[src/sv/rps_pkg.sv]
// ----------------------------------------------------------------------------
// rps_pkg
// Shared types, codes and constants of the rail profile sweep mesh block.
// ----------------------------------------------------------------------------
package rps_pkg;

   localparam int INDEX_BITS_DEF = 16;
   localparam int CFG_W          = 21;
   localparam int NUM_FACE       = 18;

   // request codes
   localparam logic [1:0] REQ_PRIME  = 2'd0;
   localparam logic [1:0] REQ_SLICE  = 2'd1;
   localparam logic [1:0] REQ_FACES  = 2'd2;
   localparam logic [1:0] REQ_UNUSED = 2'd3;

   // register indexes
   localparam logic [1:0] CSR_HALF_SEP    = 2'd0;
   localparam logic [1:0] CSR_RAIL_WIDTH  = 2'd1;
   localparam logic [1:0] CSR_RAIL_HEIGHT = 2'd2;
   localparam logic [1:0] CSR_UV_SCALE    = 2'd3;

   localparam logic [CFG_W-1:0] HALF_SEP_RST    = 21'd16384;
   localparam logic [CFG_W-1:0] RAIL_WIDTH_RST  = 21'd6554;
   localparam logic [CFG_W-1:0] RAIL_HEIGHT_RST = 21'd9830;
   localparam logic [CFG_W-1:0] UV_SCALE_RST    = 21'd65536;

   // result kinds
   localparam logic KIND_VERTEX = 1'b0;
   localparam logic KIND_INDEX  = 1'b1;

   localparam logic [3:0] FACE_OFFSETS [NUM_FACE] = '{
      4'd8, 4'd0, 4'd1,  4'd8, 4'd1, 4'd9,  4'd9, 4'd1, 4'd2,
      4'd9, 4'd2, 4'd10, 4'd10, 4'd2, 4'd3, 4'd10, 4'd3, 4'd11};

   typedef struct packed {
      logic [1:0]         req_type;
      logic signed [31:0] pos_x;
      logic signed [31:0] pos_y;
      logic signed [31:0] pos_z;
      logic [30:0]        path_dist;
   } rps_req_type;

   typedef struct packed {
      logic               kind;
      logic signed [31:0] vert_x;
      logic signed [31:0] vert_y;
      logic signed [31:0] vert_z;
      logic [1:0]         tex_u_code;
      logic signed [31:0] tex_v;
      logic [15:0]        vertex_index;
      logic               last;
   } rps_rsp_type;

   typedef enum logic {
      RD_ROOT,
      RD_DIV
   } rps_rd_op_type;

   typedef struct packed {
      logic          start;
      rps_rd_op_type op;
   } rps_rd_cmd_type;

   typedef enum logic [3:0] {
      ST_IDLE,
      ST_LOAD,
      ST_SHIFT,
      ST_SQUARE,
      ST_ROOT_GO,
      ST_ROOT_WAIT,
      ST_DIV_GO,
      ST_DIV_WAIT,
      ST_NORM_DONE,
      ST_CROSS,
      ST_SCALE,
      ST_PREP_A,
      ST_PREP_B,
      ST_EMIT
   } rps_state_type;

   typedef enum logic [1:0] {
      PASS_DIR,
      PASS_SIDE,
      PASS_NRM
   } rps_pass_type;

   // texture u code of each vertex of a slice
   function automatic logic [1:0] ucode(input logic [2:0] k);
      logic [1:0] c;
      c = k[2] ? ~k[1:0] : k[1:0];
      return c;
   endfunction

endpackage

[src/sv/rps_root_div.sv]
// ----------------------------------------------------------------------------
// rps_root_div
// Iterative square root / rounded divide unit, one bit per cycle on a shared
// subtractor.
// ----------------------------------------------------------------------------
module rps_root_div (
   input  logic                    clock,
   input  logic                    reset,
   input  rps_pkg::rps_rd_cmd_type cmd,
   input  logic [61:0]             opnd,
   input  logic [31:0]             divisor,
   output logic                    done,
   output logic [31:0]             result
);
   import rps_pkg::*;

   logic [61:0]   acc_ff, acc_in;
   logic [61:0]   res_ff, res_in;
   logic [17:0]   num_ff, num_in;
   logic [4:0]    cnt_ff, cnt_in;
   logic          busy_ff, busy_in;
   logic          done_ff, done_in;
   rps_rd_op_type op_ff, op_in;

   logic [61:0] bit_val;
   logic [32:0] shl;
   logic [63:0] opa, opb, diff;
   logic        fits;
   logic [46:0] numer;

   assign bit_val = 62'(1) << {cnt_ff, 1'b0};
   assign shl     = {acc_ff[31:0], num_ff[17]};
   assign numer   = {1'b0, opnd[29:0], 16'b0} + 47'(divisor[31:1]);

   always_comb begin
      if (op_ff == RD_ROOT) begin
         opa = 64'(acc_ff);
         opb = 64'(res_ff) + 64'(bit_val);
      end else begin
         opa = 64'(shl);
         opb = 64'(divisor);
      end
   end

   // one shared subtractor for both operations
   assign diff = opa - opb;
   assign fits = ~diff[63];

   always_comb begin
      acc_in  = acc_ff;
      res_in  = res_ff;
      num_in  = num_ff;
      cnt_in  = cnt_ff;
      busy_in = busy_ff;
      op_in   = op_ff;
      done_in = 1'b0;
      if (cmd.start) begin
         busy_in = 1'b1;
         op_in   = cmd.op;
         res_in  = '0;
         if (cmd.op == RD_ROOT) begin
            acc_in = opnd;
            num_in = '0;
            cnt_in = 5'd30;
         end else begin
            acc_in = 62'(numer[46:18]);
            num_in = numer[17:0];
            cnt_in = 5'd17;
         end
      end else if (busy_ff) begin
         if (op_ff == RD_ROOT) begin
            if (fits) begin
               acc_in = diff[61:0];
               res_in = (res_ff >> 1) + bit_val;
            end else begin
               res_in = res_ff >> 1;
            end
         end else begin
            num_in = {num_ff[16:0], 1'b0};
            if (fits) begin
               acc_in = 62'(diff[31:0]);
               res_in = {res_ff[60:0], 1'b1};
            end else begin
               acc_in = 62'(shl[31:0]);
               res_in = {res_ff[60:0], 1'b0};
            end
         end
         cnt_in = cnt_ff - 5'd1;
         if (cnt_ff == 5'd0) begin
            busy_in = 1'b0;
            done_in = 1'b1;
         end
      end
   end

   always_ff @(posedge clock) begin
      acc_ff <= acc_in;
      res_ff <= res_in;
      num_ff <= num_in;
      cnt_ff <= cnt_in;
      op_ff  <= op_in;
      if (reset) begin
         busy_ff <= 1'b0;
         done_ff <= 1'b0;
      end else begin
         busy_ff <= busy_in;
         done_ff <= done_in;
      end
   end

   assign done   = done_ff;
   assign result = res_ff[31:0];

endmodule

[config.mk]
export PLATFORM = sky130hd
export DESIGN_NAME = rps_root_div
export DESIGN_NICKNAME = d
export VERILOG_FILES = /design/src/sv/rps_pkg.sv /design/src/sv/rps_root_div.sv
export SDC_FILE = /design/constraint.sdc
export NUM_CORES = 1
export LEC_CHECK = 0
export ABC_AREA = 1
export BUFFER_PORTS_ARGS = -buffer_cell sky130_fd_sc_hd__buf_2
export CORE_MARGIN = 2
export CORE_UTILIZATION = 58
export DETAILED_ROUTE_END_ITERATION = 10
export PLACE_DENSITY = 0.8
export SETUP_SLACK_MARGIN = 0.1
export SLEW_MARGIN = 25
export SYNTH_ARGS = -nofsm -noshare
export SYNTH_HDL_FRONTEND = slang
export SYNTH_SLANG_ARGS = --single-unit
[constraint.sdc]
create_clock -name clock -period 8.2 [get_ports clock]
set_input_delay 1.23 -clock clock [delete_from_list [all_inputs] [get_ports clock]]
set_output_delay 1.23 -clock clock [all_outputs]
set_load 0.03 [all_outputs]
# == After elaboration in Yosys (flattened, before gate mapping) ==
# Cells that the tools add are included.
# totals
reg_bits,150
output_inout_bits,33
# op_classes
add_sub_neg,5
n_eq_ne,1
n_shift,1
muxes,22
n_bitwise,1
reduce_logical,6
# ops
operator,n
$mux 62,8
$mux 18,4
$sub 64x64->64,1
$add 62x62->63,1
$mux 63,1
$add 61x62->62,1
$shl 1x6->62 const A,1
$add 46x31->47,1
$mux 32,1
$mux 5,2
$logic_not 5->1,1
$mux 1,5
$sub 5x1->5 const B,1
$mux 4,1
$reduce_and 2->1,2
$reduce_bool 2->1,2
$ne 3x3->1 const B,1
$reduce_or 3->1,1
$not 1->1,1

# == Depth between registers and ports, before layout ==
# Gate-level depths: netlist (run 1).
# depth
depth_word,8
mapped_depth,41

# == Worst setup path after synthesis (run 1) ==
# No wires, ideal clock.
# synth_timing
path_type,reg2reg
startpoint,register cnt_ff[3]
endpoint,register acc_ff[0] (enable)
t_arrival_ps,7960
t_required_ps,7681
setup_slack_ps,-279
stages_incl_launch_ff,34
n_path_buf,4
synth_period_minus_slack_ps,8479
cell_sequence,edfxtp_1 clkbuf_1 buf_1 nor3_1 ha_1 nand2_1 o21ai_0 inv_1 nor2_1 inv_1 o21ai_0 inv_1 o221ai_1 a21oi_1 o21ai_0 nand2_1 nand2_1 or2_2 nand3_1 ha_1 nand2_1 nor2_1 inv_1 nor2_2 nand2_1 nor4_1 nand2_1 nand3_1 nand3_1 inv_2 nand4_4 buf_4 buf_2 a31oi_1
# synth_via
elab_chain_cells,6
# synth_lines
element,line,rtl
from (decl),rps_root_div.sv:20,"logic [4:0] cnt_ff, cnt_in;"
from (signal assigned),rps_root_div.sv:100,cnt_ff <= cnt_in;
$shl 1x6->62,rps_root_div.sv:31,"assign bit_val = 62'(1) << {cnt_ff, 1'b0};"
$add 62x62->63,rps_root_div.sv:38,opb = 64'(res_ff) + 64'(bit_val);
$mux 63,rps_root_div.sv:36,if (op_ff == RD_ROOT) begin
$sub 64x64->64,rps_root_div.sv:46,assign diff = opa - opb;
$ne 3x3->1 (no source line),--,
$reduce_and 2->1 (no source line),--,
to (signal assigned),rps_root_div.sv:97,acc_ff <= acc_in;
to (decl),rps_root_div.sv:17,"logic [61:0] acc_ff, acc_in;"
# No other way between the ends.
# A chain may end at the register's enable or synchronous reset.

# == Worst setup path in the final report (run 1) ==
# layout_timing
startpoint,register cnt_ff[1]
endpoint,register acc_ff[0] (enable)
# The elaborated chain is that of the path after synthesis.

==> results.cfg, run 1 <==
[placed_design]
preCtsSetupSlack_ns = 0.7588
routabilityCongestion = 1.069
dpl-instance-area_um2 = 21340
dp_cells = 3972
io_buffers = 130
dp_hpwl_um = 59410

[yosys]
synth-edff-count = 86
avgSynthCellArea_um2 = 5.878
yosys.area_share.xor_xnor_pct = 4.130
syn_nets = 3786
synth_seq_cells = 150
synth_cell_types = 58
synth_compound_area_share_pct = 19.41
synthFlopType = edfxtp_1
syn_inst = 3536
async_flop_share_pct = 0
ys_warn_count = 0
synthAdderAreaFrac_pct = 9.222
synth-simple-area-share_pct = 36.44
synthMuxAreaShare_pct = 0.04816
synth-seq-area-share_pct = 18.59
synth_top_family_by_area = simple AND/OR/NAND/NOR gates
netlist_area_um2 = 20780

[layout]
nNetsFinal = 3781
final_cell_mix = 939 x nand2_1, 445 x inv_1, 391 x nor2_1
syn_to_final_growth_pct = 5.647
utilization_pct = 62.04
regArea_um2 = 3864
layout_commonest_cell = nand2_1
antenna_cells = 0
final_area_um2 = 21960
multi_input_area_um2 = 14460
finalNonFillerCells = 4005
fillers = 3476
drive_above_1_share_pct = 6.574

[timing]
setup-violations-final = 0
tightestPinTransition_ns = 0.8649
skew_ns = 0.01700
report.final.hold_viol_count = 0
grt_setup_unrepaired = no
finalSetupTns_ns = 0
max_freq_mhz = 135.0
max_slew_margin_pct = 42.34
min_period_ns = 7.407
slew_violations = 0
final.period_utilization_pct = 90.33
timing.final.ws_setup_ns = 0.7932
worst_hold_slack_ns = 0.5160

[pwr]
power_leakage_nw = 9.874
p_total_mw = 4.328
ir_worst_vdd_v = 0.0001573
cellPowerDensity_nw_per_um2 = 197.1

[clock_tree]
clk_latency_ns = 0.46
h-tree-depth = 4
cts_buffers = 17
ctsResizeCount = 0
holdBufCountCts = 0
root_buffer = clkbuf_16
cts_max_path_buffers = 2
clkSinkCount = 150
clkTransAtPathRegs_ns = 0.07
postCtsSetupRepairBufs = 0
tritoncts = built

[global_route]
grt_pass1_wl_um = 120900
grt_use_total_pct = 39.99
grt_max_degree = 190
grt_pass1_vias = 22890
grt.overflow.total = 0
antenna_found_initial = 0

[setup_path]
critPathArrivalTime_ns = 7.51
start_kind = flop
critPathKind = flop to flop
crit_path_end_kind = flop
worst-path-max-fanout = 62
critPathTopFamily = simple AND/OR/NAND/NOR gates
required_ns = 8.31
critPathMostFrequentCell = inv_1
cp_slowest_cell = nand4_4
path_buf_inv = 8
cpPeakStageDelay_ns = 0.60

[detailed_routing]
first_pass_iters = 8
vias = 24860
drt_iter0_markers = 3042
post_drt_wl_per_cell_um = 19.46
antenna_left = 0
via_per_inst = 6.207
drcViolationCount = 0
totalWireLength_um = 77940

[floorplanning]
initial_core_util_pct = 58.72
die_w_um = 193.3
dieArea_um2 = 37370
die_h_um = 193.3
num_rows = 69
num_io_pins = 131
coreArea_um2 = 35400

[flow_run]
maxCapViolations = 0

[worst_hold_path]
hp-class = flop to flop

[outcome]
outcome = finished, final reports clean
==> worst register-to-register path, delay by kind of cell (launching register included) <==
family / cells / cell delay [ns]
buf+inv: 8 / 0.99
compound gates: 7 / 1.89
simple gates: 13 / 2.60
xor+xnor: 1 / 0.14
flops: 1 / 0.43
fa+ha+maj: 3 / 0.89
==> worst paths after layout <==
kind         slack (ns)  cells after the start   endpoint      start
min reg2reg        0.52                      2  res_ff[0]  res_ff[0]
min                0.52                      2  res_ff[0]  res_ff[0]
max reg2reg        0.79                     32  acc_ff[0]  cnt_ff[1]
max                0.79                     32  acc_ff[0]  cnt_ff[1]
==> Yosys cell counts, types with 2 or more instances <==
| master | count | area, µm² |
|---|---|---|
| a211oi_1 | 4 | 30.03 |
| a21boi_0 | 6 | 45.04 |
| a21o_1 | 16 | 120.1 |
| a21oi_1 | 272 | 1361 |
| a221oi_1 | 8 | 70.07 |
| a22o_1 | 18 | 157.7 |
| a22oi_1 | 3 | 22.52 |
| a31oi_1 | 24 | 150.1 |
| a32o_1 | 4 | 40.04 |
| and3_1 | 3 | 18.77 |
| buf_1 | 18 | 67.56 |
| buf_2 | 31 | 155.2 |
| buf_4 | 42 | 315.3 |
| clkbuf_1 | 76 | 285.3 |
| clkbuf_2 | 2 | 10.01 |
| dfxtp_1 | 64 | 1281 |
| edfxtp_1 | 86 | 2582 |
| fa_1 | 2 | 40.04 |
| ha_1 | 150 | 1877 |
| inv_1 | 445 | 1670 |
| inv_2 | 5 | 18.77 |
| nand2_1 | 940 | 3528 |
| nand2_2 | 6 | 37.54 |
| nand2_4 | 2 | 22.52 |
| nand3_1 | 214 | 1071 |
| nand3_2 | 4 | 40.04 |
| nand3b_1 | 2 | 15.01 |
| nand4_1 | 122 | 763.2 |
| nor2_1 | 393 | 1475 |
| nor2_2 | 2 | 12.51 |
| nor3_1 | 46 | 230.2 |
| nor4_1 | 18 | 112.6 |
| o2111ai_1 | 6 | 52.55 |
| o211ai_1 | 10 | 75.07 |
| o21a_1 | 8 | 60.06 |
| o21ai_0 | 298 | 1491 |
| o21ai_1 | 25 | 125.1 |
| o21bai_1 | 10 | 75.07 |
| o221ai_1 | 4 | 35.03 |
| o22ai_1 | 4 | 25.02 |
| o31ai_1 | 7 | 52.55 |
| or2_2 | 24 | 150.1 |
| xnor2_1 | 36 | 315.3 |
| xor2_1 | 62 | 543.0 |
==> state kept, by name (all words and copies together), names as in the netlist <==
signal,cells
busy_ff,1
res_ff,62
done,1
op_ff,1
num_ff,18
acc_ff,62
cnt_ff,5
==> logic make-up after synthesis <==
| logic type | count (synthesis) |
|---|---|
| fa+ha+maj | 152 |
| simple gates | 1783 |
| mux | 1 |
| flops | 150 |
| buf+inv | 620 |
| xor+xnor | 98 |
| compound gates | 732 |
==> final cells by class <==
cell class / count / share of cell area (%)
Timing Repair Buffer: 144 / 3.556
Clock inverter: 11 / 0.4957
Tap cell: 461 / 2.627
Multi-Input combinational cell: 2767 / 65.84
Sequential cell: 150 / 17.60
Clock buffer: 21 / 2.160
Inverter: 451 / 7.726
==> metal layers <==
layer	wire (µm)	global-route usage [%]	vias to the layer above
met4	4428	21.03	0
met5	0	0	-
met3	8780	6.294	260
li1	-	-	11730
met2	33790	63.16	1650
met1	30940	52.68	11220
==> power breakdown <==
group / internal (mW) / switching (mW)
Sequential: 0.967 / 0.106
Clock: 0.452 / 0.383
Combinational: 0.749 / 1.67
Total: 2.17 / 2.16
Power figures use the tool's default switching activity.
==> run 2: changes to the inputs <==
CORE_UTILIZATION = 60   (was 58)
PLACE_DENSITY = 0.79   (was 0.8)
clock period = 7.2 ns   (was 8.2 ns; I/O delays follow)
==> results.cfg, run 2 (synthesis results as in run 1) <==
[setup_path]
cp_slowest_cell = nor3_1
start_kind = flop
critPathKind = flop to flop
crit_path_end_kind = flop
path_buf_inv = 4
critPathArrivalTime_ns = 7.14
cpPeakStageDelay_ns = 0.74
worst-path-max-fanout = 35
required_ns = 7.56
critPathTopFamily = simple AND/OR/NAND/NOR gates
critPathMostFrequentCell = nand2_1

[floorplanning]
coreArea_um2 = 34290
die_h_um = 190.1
die_w_um = 190.1
num_rows = 68
num_io_pins = 131
initial_core_util_pct = 60.62
dieArea_um2 = 36150

[timing]
skew_ns = 0.01617
max_freq_mhz = 147.5
max_slew_margin_pct = 31.60
finalSetupTns_ns = 0
final.period_utilization_pct = 94.15
tightestPinTransition_ns = 1.017
grt_setup_unrepaired = no
min_period_ns = 6.779
setup-violations-final = 0
report.final.hold_viol_count = 0
slew_violations = 0

[global_route]
grt.overflow.total = 0
grt_pass1_vias = 22810
grt_pass1_wl_um = 119800
grt_use_total_pct = 41.89
grt_max_degree = 190
antenna_found_initial = 0

[clock_tree]
cts_buffers = 17
root_buffer = clkbuf_16
holdBufCountCts = 0
tritoncts = built
h-tree-depth = 4
cts_max_path_buffers = 2
clk_latency_ns = 0.47
clkTransAtPathRegs_ns = 0.07
clkSinkCount = 150

[pwr]
p_total_mw = 4.870
ir_worst_vdd_v = 0.0002165
cellPowerDensity_nw_per_um2 = 221.6
power_leakage_nw = 9.895

[worst_hold_path]
hp-class = flop to flop

[placed_design]
io_buffers = 130
routabilityCongestion = 1.090
dp_hpwl_um = 59520

[flow_run]
maxCapViolations = 0

[detailed_routing]
vias = 24740
first_pass_iters = 7
drt_iter0_markers = 3161
drcViolationCount = 0
via_per_inst = 6.179
antenna_left = 0
totalWireLength_um = 76890
post_drt_wl_per_cell_um = 19.21

[layout]
nNetsFinal = 3785
final_cell_mix = 939 x nand2_1, 445 x inv_1, 391 x nor2_1
syn_to_final_growth_pct = 5.719
largest_registers = acc_ff x62, res_ff x62, num_ff x18
layout_commonest_cell = nand2_1
antenna_cells = 0
drive_above_1_share_pct = 6.680

[outcome]
outcome = finished, final reports clean
run 2: area by class of cell:
type,count,area (µm²)
inverters,451,1697
repair buffers,149,834.6
clock buffers,20,457.9
fillers,3324,12310
clock inverters,12,112.6
flip-flops and latches,150,3864
multi-input cells,2766,14440
well taps,455,569.3
run 2: worst reg2reg max path: cells and delay by family (launching register included):
family	cells	cell delay (ns)
and+or+nand+nor	15	2.95
AOI/OAI and AO/OA	8	1.74
adders and majority gates	2	0.77
buffers and inverters	4	0.71
DFF	1	0.50
run 2: worst paths after layout:
path / depth (start not counted) / from / slack, ns / end
setup / recovery: 29 / cnt_ff[2] / 0.42 / res_ff[15]
hold / removal: 2 / res_ff[0] / 0.51 / res_ff[0]
setup reg to reg: 29 / cnt_ff[2] / 0.42 / res_ff[15]
hold reg to reg: 2 / res_ff[0] / 0.51 / res_ff[0]
run 2: timing repair:
action,4_1_cts,5_1_grt
setup buffers,0,0
resized for setup,0,4
setup endpoints to repair,0,155
run 2: stage by stage:
| step | worst slack [ns] | std cells | hold slack [ns] | util (%) | cell area, µm² |
|---|---|---|---|---|---|
| floorplan | 0.8285 | 3536 | 0.4624 | - | 20800 |
| global placement | 0.7310 | 3971 | 0.4850 | 62.37 | 21390 |
| detailed placement | 0.5106 | 3971 | 0.4987 | 62.37 | 21390 |
| CTS | 0.4930 | 4003 | 0.5120 | 64.04 | 21960 |
| global route | 0.1182 | 4003 | 0.5519 | 64.09 | 21970 |
| finish | 0.4210 | 4003 | 0.5111 | 64.09 | 21970 |
run 2: metal layers:
metal	wire [µm]	share of wire, %	up-vias	track usage (%)
met4	4687	6.1	0	23.08
met5	0	0	-	0
met1	30180	39	11120	54.53
li1	-	-	11750	-
met2	33440	43	1587	66.02
met3	8584	11	281	7.120
run 2: report_power, final:
part           leakage (nW)  switching (mW)  internal, mW
Clock                 0.290           0.434         0.501
Sequential             1.40           0.119          1.10
Combinational          8.21            1.85         0.863
